[src/rtl/cfpx_pkg.sv]
// Shared types and constants for the command frame parser with XOR check.
package cfpx_pkg;

   localparam logic [7:0]  CHAR_COMMA   = 8'h2C;
   localparam logic [7:0]  CHAR_MINUS   = 8'h2D;
   localparam logic [7:0]  CHAR_PLUS    = 8'h2B;
   localparam logic [7:0]  CHAR_ZERO    = 8'h30;
   localparam logic [7:0]  CHAR_NINE    = 8'h39;
   localparam logic [1:0]  LAST_FIELD   = 2'd3;
   localparam logic [2:0]  HEADER_LEN   = 3'd4;
   localparam logic [31:0] HEADER_RESET = 32'h4E4A5545;

   typedef struct packed {
      logic [7:0] text_char;
      logic       frame_end;
   } req_type;

   typedef struct packed {
      logic               accepted;
      logic signed [15:0] command_number;
      logic [63:0]        data_text;
      logic [3:0]         data_length;
      logic               data_truncated;
   } rsp_type;

   typedef enum logic [2:0] {
      CLS_OTHER,
      CLS_COMMA,
      CLS_DIGIT,
      CLS_MINUS,
      CLS_PLUS
   } char_class_type;

   // A classified character as it travels from the front end to the parser.
   typedef struct packed {
      logic [7:0]     text_char;
      logic           frame_end;
      char_class_type char_class;
      logic [3:0]     digit;
   } item_type;

endpackage

[src/rtl/cfpx_front.sv]
// Front end: classifies each incoming character for the parser.
module cfpx_front (
   input  cfpx_pkg::req_type  req_data,
   output cfpx_pkg::item_type item
);
   import cfpx_pkg::*;

   always_comb begin
      item.text_char  = req_data.text_char;
      item.frame_end  = req_data.frame_end;
      item.digit      = 4'(req_data.text_char - CHAR_ZERO);
      case (req_data.text_char) inside
         CHAR_COMMA:             item.char_class = CLS_COMMA;
         CHAR_MINUS:             item.char_class = CLS_MINUS;
         CHAR_PLUS:              item.char_class = CLS_PLUS;
         [CHAR_ZERO:CHAR_NINE]:  item.char_class = CLS_DIGIT;
         default:                item.char_class = CLS_OTHER;
      endcase
   end

endmodule

[src/rtl/cfpx_queue.sv]
// Small first-in first-out queue of words built from registers.
module cfpx_queue #(
   parameter int WIDTH = 8,
   parameter int DEPTH = 2
) (
   input  logic             clock,
   input  logic             reset,
   input  logic             push,
   input  logic [WIDTH-1:0] wr_data,
   output logic             full,
   input  logic             pop,
   output logic [WIDTH-1:0] rd_data,
   output logic             empty
);
   localparam int PW = (DEPTH > 1) ? $clog2(DEPTH) : 1;
   localparam int CW = $clog2(DEPTH + 1);

   logic [WIDTH-1:0] slot_ff [DEPTH];
   logic [PW-1:0]    wr_ptr_ff, wr_ptr_in;
   logic [PW-1:0]    rd_ptr_ff, rd_ptr_in;
   logic [CW-1:0]    count_ff, count_in;
   logic             do_push, do_pop;

   assign full    = (count_ff == CW'(DEPTH));
   assign empty   = (count_ff == '0);
   assign do_push = push && !full;
   assign do_pop  = pop && !empty;
   assign rd_data = slot_ff[rd_ptr_ff];

   always_comb begin
      wr_ptr_in = wr_ptr_ff;
      rd_ptr_in = rd_ptr_ff;
      count_in  = count_ff;
      if (do_push) begin
         wr_ptr_in = (wr_ptr_ff == PW'(DEPTH - 1)) ? '0 : wr_ptr_ff + PW'(1);
      end
      if (do_pop) begin
         rd_ptr_in = (rd_ptr_ff == PW'(DEPTH - 1)) ? '0 : rd_ptr_ff + PW'(1);
      end
      case ({do_push, do_pop})
         2'b10:   count_in = count_ff + CW'(1);
         2'b01:   count_in = count_ff - CW'(1);
         default: count_in = count_ff;
      endcase
   end

   always_ff @(posedge clock) begin
      if (reset) begin
         wr_ptr_ff <= '0;
         rd_ptr_ff <= '0;
         count_ff  <= '0;
      end else begin
         wr_ptr_ff <= wr_ptr_in;
         rd_ptr_ff <= rd_ptr_in;
         count_ff  <= count_in;
      end
   end

   always_ff @(posedge clock) begin
      if (do_push) begin
         slot_ff[wr_ptr_ff] <= wr_data;
      end
   end

endmodule

[src/rtl/cfpx_back.sv]
// Back end field parser: updates state a word per cycle unless out_full.
module cfpx_back #(
   parameter int DATA_CHARS = 8
) (
   input  logic               clock,
   input  logic               reset,
   input  logic [31:0]        header_word,
   input  logic               in_empty,
   input  cfpx_pkg::item_type in_item,
   output logic               in_pop,
   input  logic               out_full,
   output logic               out_push,
   output cfpx_pkg::rsp_type  out_item
);
   import cfpx_pkg::*;

   localparam logic [3:0] DATA_MAX  = 4'(DATA_CHARS);
   localparam logic [3:0] DATA_OVER = 4'(DATA_CHARS + 1);

   logic [1:0]  field_index_ff, field_index_in;
   logic [7:0]  running_xor_ff, running_xor_in;
   logic [2:0]  header_pos_ff, header_pos_in;
   logic        header_ok_ff, header_ok_in;
   logic [15:0] number_acc_ff, number_acc_in;
   logic        number_negative_ff, number_negative_in;
   logic [15:0] check_acc_ff, check_acc_in;
   logic [1:0]  digits_seen_ff, digits_seen_in;
   logic [63:0] data_buffer_ff, data_buffer_in;
   logic [3:0]  data_count_ff, data_count_in;

   always_comb begin
      logic [7:0] ch;
      logic [7:0] want;

      ch   = in_item.text_char;
      want = '0;

      field_index_in     = field_index_ff;
      running_xor_in     = running_xor_ff;
      header_pos_in      = header_pos_ff;
      header_ok_in       = header_ok_ff;
      number_acc_in      = number_acc_ff;
      number_negative_in = number_negative_ff;
      check_acc_in       = check_acc_ff;
      digits_seen_in     = digits_seen_ff;
      data_buffer_in     = data_buffer_ff;
      data_count_in      = data_count_ff;

      // A word is taken only when there is room for a possible result.
      in_pop   = !in_empty && !out_full;
      out_push = in_pop && in_item.frame_end;

      if (in_pop) begin
         if (in_item.char_class == CLS_COMMA) begin
            running_xor_in = running_xor_ff ^ ch;
            if (field_index_ff != LAST_FIELD) begin
               field_index_in = field_index_ff + 2'd1;
            end
         end else begin
            if (field_index_ff != LAST_FIELD) begin
               running_xor_in = running_xor_ff ^ ch;
            end
            case (field_index_ff)
               2'd0: begin
                  case (header_pos_ff[1:0])
                     2'd0:    want = header_word[31:24];
                     2'd1:    want = header_word[23:16];
                     2'd2:    want = header_word[15:8];
                     default: want = header_word[7:0];
                  endcase
                  if (header_pos_ff >= HEADER_LEN || ch != want) begin
                     header_ok_in = 1'b0;
                  end
                  if (header_pos_ff <= HEADER_LEN) begin
                     header_pos_in = header_pos_ff + 3'd1;
                  end
               end
               2'd1: begin
                  if (in_item.char_class == CLS_DIGIT) begin
                     number_acc_in = {number_acc_ff[12:0], 3'b000} +
                                     {number_acc_ff[14:0], 1'b0} +
                                     {12'd0, in_item.digit};
                     digits_seen_in[0] = 1'b1;
                  end else if (!digits_seen_ff[0]) begin
                     if (in_item.char_class == CLS_MINUS) begin
                        number_negative_in = 1'b1;
                     end else if (in_item.char_class == CLS_PLUS) begin
                        number_negative_in = 1'b0;
                     end
                  end
               end
               2'd2: begin
                  if (data_count_ff < DATA_MAX) begin
                     for (int i = 0; i < DATA_CHARS; i++) begin
                        if (data_count_ff == 4'(i)) begin
                           data_buffer_in[63 - 8 * i -: 8] =
                              data_buffer_ff[63 - 8 * i -: 8] | ch;
                        end
                     end
                     data_count_in = data_count_ff + 4'd1;
                  end else begin
                     data_count_in = DATA_OVER;
                  end
               end
               default: begin
                  if (in_item.char_class == CLS_DIGIT) begin
                     check_acc_in = {check_acc_ff[12:0], 3'b000} +
                                    {check_acc_ff[14:0], 1'b0} +
                                    {12'd0, in_item.digit};
                     digits_seen_in[1] = 1'b1;
                  end
               end
            endcase
         end
      end

      // The result reflects the state after the last character is applied.
      out_item.accepted = (field_index_in == LAST_FIELD) && header_ok_in &&
                          (header_pos_in == HEADER_LEN) && (digits_seen_in == 2'b11) &&
                          (data_count_in != 4'd0) &&
                          (check_acc_in == {8'd0, running_xor_in});
      out_item.command_number = number_negative_in ? -$signed(number_acc_in)
                                                   : $signed(number_acc_in);
      out_item.data_text      = data_buffer_in;
      out_item.data_length    = (data_count_in > DATA_MAX) ? DATA_MAX : data_count_in;
      out_item.data_truncated = (data_count_in > DATA_MAX);

      if (out_push) begin
         field_index_in     = '0;
         running_xor_in     = '0;
         header_pos_in      = '0;
         header_ok_in       = 1'b1;
         number_acc_in      = '0;
         number_negative_in = 1'b0;
         check_acc_in       = '0;
         digits_seen_in     = '0;
         data_buffer_in     = '0;
         data_count_in      = '0;
      end
   end

   always_ff @(posedge clock) begin
      if (reset) begin
         field_index_ff     <= '0;
         running_xor_ff     <= '0;
         header_pos_ff      <= '0;
         header_ok_ff       <= 1'b1;
         number_acc_ff      <= '0;
         number_negative_ff <= 1'b0;
         check_acc_ff       <= '0;
         digits_seen_ff     <= '0;
         data_buffer_ff     <= '0;
         data_count_ff      <= '0;
      end else begin
         field_index_ff     <= field_index_in;
         running_xor_ff     <= running_xor_in;
         header_pos_ff      <= header_pos_in;
         header_ok_ff       <= header_ok_in;
         number_acc_ff      <= number_acc_in;
         number_negative_ff <= number_negative_in;
         check_acc_ff       <= check_acc_in;
         digits_seen_ff     <= digits_seen_in;
         data_buffer_ff     <= data_buffer_in;
         data_count_ff      <= data_count_in;
      end
   end

endmodule

[src/rtl/command_frame_parser_xor_check.sv]
// Top level of the command frame parser with XOR check.
//
// Takes one frame character per cycle and sustains one character per clock as long as the
// result queue has room; a frame's last character is held in the MID_DEPTH queue and its
// result in the RSP_DEPTH queue before it appears on rsp_data. A classifier feeds the first
// queue, which the field parser drains at one word per cycle, its state update setting the
// rate; the parser stalls only while the result queue is full. The header word is written
// through csr_write_en and csr_write_data and must change only while idle.
module command_frame_parser_xor_check #(
   parameter int DATA_CHARS = 8,
   parameter int MID_DEPTH  = 4,
   parameter int RSP_DEPTH  = 2
) (
   input  logic              clock,
   input  logic              reset,
   input  logic              req_push,
   input  cfpx_pkg::req_type req_data,
   output logic              req_full,
   output logic              rsp_empty,
   input  logic              rsp_pop,
   output cfpx_pkg::rsp_type rsp_data,
   input  logic              csr_write_en,
   input  logic [31:0]       csr_write_data
);
   import cfpx_pkg::*;

   logic [31:0] header_word_ff, header_word_in;
   item_type    front_item;
   item_type    mid_item;
   logic        mid_empty, mid_pop;
   rsp_type     back_rsp;
   logic        rsp_push, rsp_full;

   assign header_word_in = csr_write_en ? csr_write_data : header_word_ff;

   always_ff @(posedge clock) begin
      if (reset) begin
         header_word_ff <= HEADER_RESET;
      end else begin
         header_word_ff <= header_word_in;
      end
   end

   cfpx_front u_front (
      .req_data (req_data),
      .item     (front_item)
   );

   cfpx_queue #(
      .WIDTH ($bits(item_type)),
      .DEPTH (MID_DEPTH)
   ) u_mid_queue (
      .clock   (clock),
      .reset   (reset),
      .push    (req_push),
      .wr_data (front_item),
      .full    (req_full),
      .pop     (mid_pop),
      .rd_data (mid_item),
      .empty   (mid_empty)
   );

   cfpx_back #(
      .DATA_CHARS (DATA_CHARS)
   ) u_back (
      .clock       (clock),
      .reset       (reset),
      .header_word (header_word_ff),
      .in_empty    (mid_empty),
      .in_item     (mid_item),
      .in_pop      (mid_pop),
      .out_full    (rsp_full),
      .out_push    (rsp_push),
      .out_item    (back_rsp)
   );

   cfpx_queue #(
      .WIDTH ($bits(rsp_type)),
      .DEPTH (RSP_DEPTH)
   ) u_rsp_queue (
      .clock   (clock),
      .reset   (reset),
      .push    (rsp_push),
      .wr_data (back_rsp),
      .full    (rsp_full),
      .pop     (rsp_pop),
      .rd_data (rsp_data),
      .empty   (rsp_empty)
   );

`ifndef SYNTHESIS
   // An accepted character must be waiting for the parser on the next cycle.
   a_req_lands: assert property (@(posedge clock) disable iff (reset)
      req_push && !req_full |=> !mid_empty)
      else $error("accepted word did not reach the parser queue");

   // The last character of a frame always produces a result.
   a_frame_end_result: assert property (@(posedge clock) disable iff (reset)
      mid_pop && mid_item.frame_end |-> rsp_push)
      else $error("frame end consumed without a result");

   // The parser never pushes a result into a full result queue.
   a_no_rsp_overflow: assert property (@(posedge clock) disable iff (reset)
      rsp_push |-> !rsp_full)
      else $error("result pushed into a full queue");
`endif

endmodule
[config.mk]
export PLATFORM = sky130hd
export DESIGN_NAME = command_frame_parser_xor_check
export DESIGN_NICKNAME = d
export VERILOG_FILES = /design/src/rtl/cfpx_pkg.sv /design/src/rtl/cfpx_front.sv /design/src/rtl/cfpx_queue.sv /design/src/rtl/cfpx_back.sv /design/src/rtl/command_frame_parser_xor_check.sv
export SDC_FILE = /design/constraint.sdc
export NUM_CORES = 1
export LEC_CHECK = 0
export BUFFER_PORTS_ARGS = -buffer_cell sky130_fd_sc_hd__buf_2
export CAP_MARGIN = 20
export CORE_ASPECT_RATIO = 1.75
export CORE_MARGIN = 5
export CORE_UTILIZATION = 33
export CTS_BUF_LIST = sky130_fd_sc_hd__clkbuf_2 sky130_fd_sc_hd__clkbuf_4 sky130_fd_sc_hd__clkbuf_8
export DETAILED_ROUTE_END_ITERATION = 8
export GPL_TIMING_DRIVEN = 0
export PLACE_DENSITY = 0.53
export SLEW_MARGIN = 20
export SYNTH_ARGS = -nofsm -noshare
export SYNTH_HDL_FRONTEND = slang
export SYNTH_SLANG_ARGS = --single-unit
[constraint.sdc]
create_clock -name clock -period 6 [get_ports clock]
set_input_delay 0.6 -clock clock [delete_from_list [all_inputs] [get_ports clock]]
set_output_delay 0.6 -clock clock [all_outputs]
set_load 0.05 [all_outputs]
==> flow_summary.ini <==
[status]
status = complete, no violations

[power]
leakage_uw = 0.00738
irDropWorstVdd_mv = 0.174
power.density_mw_per_mm2 = 446

[sta]
rsz0062_at_grt = false
clock.fmax_mhz = 207
tightest_slew_ns = 0.947
clock_skew_ns = 0.0579
fin_ws_ns = 1.17
final.period_utilization = 0.806
slew_headroom = 0.369
drv_slew = 0
setup_violations = 0
timing.final.crit_period_ns = 4.83
final_hold_viol_count = 0

[cts]
cts.htree.levels = 2
worstSkewPairLatency_ns = 0.66
cts.sinks = 383
cts_hold_buf = 0
cts_tree = done
cts_root_buf = clkbuf_8
cts_buffer_depth = 3
cts_resized = 0
cts_buffers = 57
cts_setup_buffers = 0
worst_setup_hold_path_clk_slew_ns = 0.07

[detailed_routing]
drt-initial-drc-count = 505
finalWirelength_mm = 41.3
ant_nets = 0
routedWlPerCell_um = 18.6
num_vias = 10700
dr.pass1.iters = 5
viasPerCell = 4.85
drc = 0

[floorplan]
die-area_mm2 = 0.0554
row_count = 109
die_w_um = 180
initial_core_util = 0.332
die_y_um = 308
boundaryPins = 134
core_area_mm2 = 0.0503

[synth]
synth_cells = 1302
synth_top_family_by_area = multiplexers
synthXorXnorAreaFrac = 0.0325
syn_avg_cell_area_um2 = 12.8
synth-compound-area-share = 0.0841
ys_seq_area_frac = 0.591
synth_fp_nets = 1421
synth.ff_latch_count = 383
syn-cell-area_mm2 = 0.0167
synthAdderAreaFrac = 0.0569
synth_flop_cell = edfxtp_1
netlist-cell-type-count = 78
synthArstFlopShare = 0
synthSimpleGateAreaFrac = 0.106
synth_edf_count = 220
yosysWarningCount = 0
muxShareOfSynthArea = 0.108

[final_layout]
fin_nets = 1620
area_growth_pct = 18.0
final_cell_mix = 220 x edfxtp_1, 163 x dfxtp_1, 135 x buf_2
final_common_cell = edfxtp_1
post-route-util = 0.392
drive_above_1_share = 0.232

[global_routing]
grt_pass1_vias = 11200
grt_pass1_wl_mm = 63.6
met2_usage = 0.279
grtUsageTotal = 0.145
use_met3 = 0.0255
gr-usage-met1 = 0.156
antenna_found_initial = 1
grt_max_degree = 20
overflow = 0
grt-busiest-layer = met2

[critical_path]
worstSetupPathType = flip-flop to flip-flop
path_max_fanout = 10
critPathArrivalTime_ns = 5.16
cp-end-kind = flip-flop
worstRegToRegCells = 13
required_ns = 6.32
startpoint_type = flip-flop

[flow_run]
drv_cap = 0

[place]
port_buffers = 132
hpwlAfterDp_mm = 30.1
place_congestion = 0.853
pre_cts_slack_ns = 1.18

[worst_hold_path]
hold_depth = 1
worstHoldStart = req_data[0]
hold_path.class = primary input to flip-flop
per-layer routing:
metal  vias up  routed length, um
li1       5173                  -
met1      5246              16000
met2       231              22200
met3        89               1580
met4         0               1480
met5         -                  0
power breakdown:
group | leakage, uW | switching (uW) | internal, uW
logic | 0.00337 | 2290 | 914
clock network | 0.000672 | 1040 | 1280
registers | 0.00334 | 97.8 | 3180
cells in the mapped netlist, types with 9 or more instances:
| cell | number | area (um^2) |
|---|---|---|
| mux4_2 | 10 | 225 |
| nor3_1 | 18 | 90.1 |
| o21bai_1 | 64 | 480 |
| a211oi_1 | 9 | 67.6 |
| xor2_1 | 20 | 175 |
| a21oi_1 | 30 | 150 |
| ha_1 | 68 | 851 |
| buf_1 | 9 | 33.8 |
| inv_1 | 39 | 146 |
| nand2_1 | 55 | 206 |
| nor2b_1 | 80 | 500 |
| nand3_1 | 14 | 70.1 |
| o21ai_0 | 26 | 130 |
| o211ai_1 | 9 | 67.6 |
| dfxtp_1 | 163 | 3260 |
| mux2_2 | 86 | 968 |
| xnor2_1 | 42 | 368 |
| or3_1 | 9 | 56.3 |
| a31oi_1 | 13 | 81.3 |
| edfxtp_1 | 220 | 6610 |
| nor2_1 | 108 | 405 |
| clkbuf_1 | 32 | 120 |
| mux2i_1 | 56 | 561 |
state kept, by name (all words and copies together) (netlist names), named ones only:
name	cells
header_word_ff	32
u_rsp_queue.rd_ptr_ff	1
u_rsp_queue.wr_ptr_ff	1
u_back.data_count_ff	4
u_mid_queue.rd_ptr_ff	2
u_back.header_pos_ff	3
u_back.field_index_ff	2
u_rsp_queue.slot_ff	172
u_mid_queue.wr_ptr_ff	2
u_back.running_xor_ff	8
u_back.digits_seen_ff	2
u_back.number_acc_ff	16
u_mid_queue.count_ff	3
u_back.data_buffer_ff	64
u_rsp_queue.count_ff	2
u_back.number_negative_ff	1
u_back.header_ok_ff	1
u_mid_queue.slot_ff	48
u_back.check_acc_ff	16
cell families after synthesis:
logic type / Yosys count
buf+inv: 88
mux: 154
fa+ha+maj: 73
compound gates: 202
flops: 383
simple gates: 340
xor+xnor: 62
worst max-delay path, cell delays in order, from the launching register on:
cell and delay [ns]:
dfxtp_1 0.39, buf_6 0.21, mux4_1 0.80, ha_1 0.29
ha_1 0.23, fa_1 0.49, a21oi_1 0.16, nor2_1 0.09
or4_1 0.48, a31oi_1 0.46, nand4_1 0.20, and4bb_1 0.35
a41oi_1 0.14, xnor2_1 0.20
final timing paths:
path	to	slack, ns
min reg2reg	header_word_ff[27]$_SDFFE_PP1P_	0.48
min	u_mid_queue.slot_ff[2][7]$_DFFE_PP_	0.18
max	u_rsp_queue.slot_ff[1][84]$_DFFE_PP_	1.17
max reg2reg	u_rsp_queue.slot_ff[1][84]$_DFFE_PP_	1.17
final cells by class:
cell class                 count  area (um^2)
timing repair buffer         140          881
sequential                   383         9870
tap                          666          833
buffer                        48          203
inverter                      40          150
fill                        4810        30600
clock buffer                  89         1070
clock inverter                18          194
antenna                        1         2.50
multi-input combinational    831         6500
metrics by stage:
| stage | total power [uW] | setup TNS, ns | instance area (um^2) | hold WS, ns | std cells |
|---|---|---|---|---|---|
| after floorplan | 5550 | 0 | 16700 | 0.440 | 1302 |
| after global placement | 6490 | -501.48 | 18200 | 0.454 | 2100 |
| after detailed placement | 6590 | 0 | 18400 | 0.463 | 2108 |
| after CTS | 8940 | 0 | 19700 | 0.140 | 2215 |
| after global routing | 9220 | 0 | 19700 | 0.156 | 2216 |
| final | 8790 | 0 | 19700 | 0.184 | 2216 |
(Power assumes the default switching activity.)
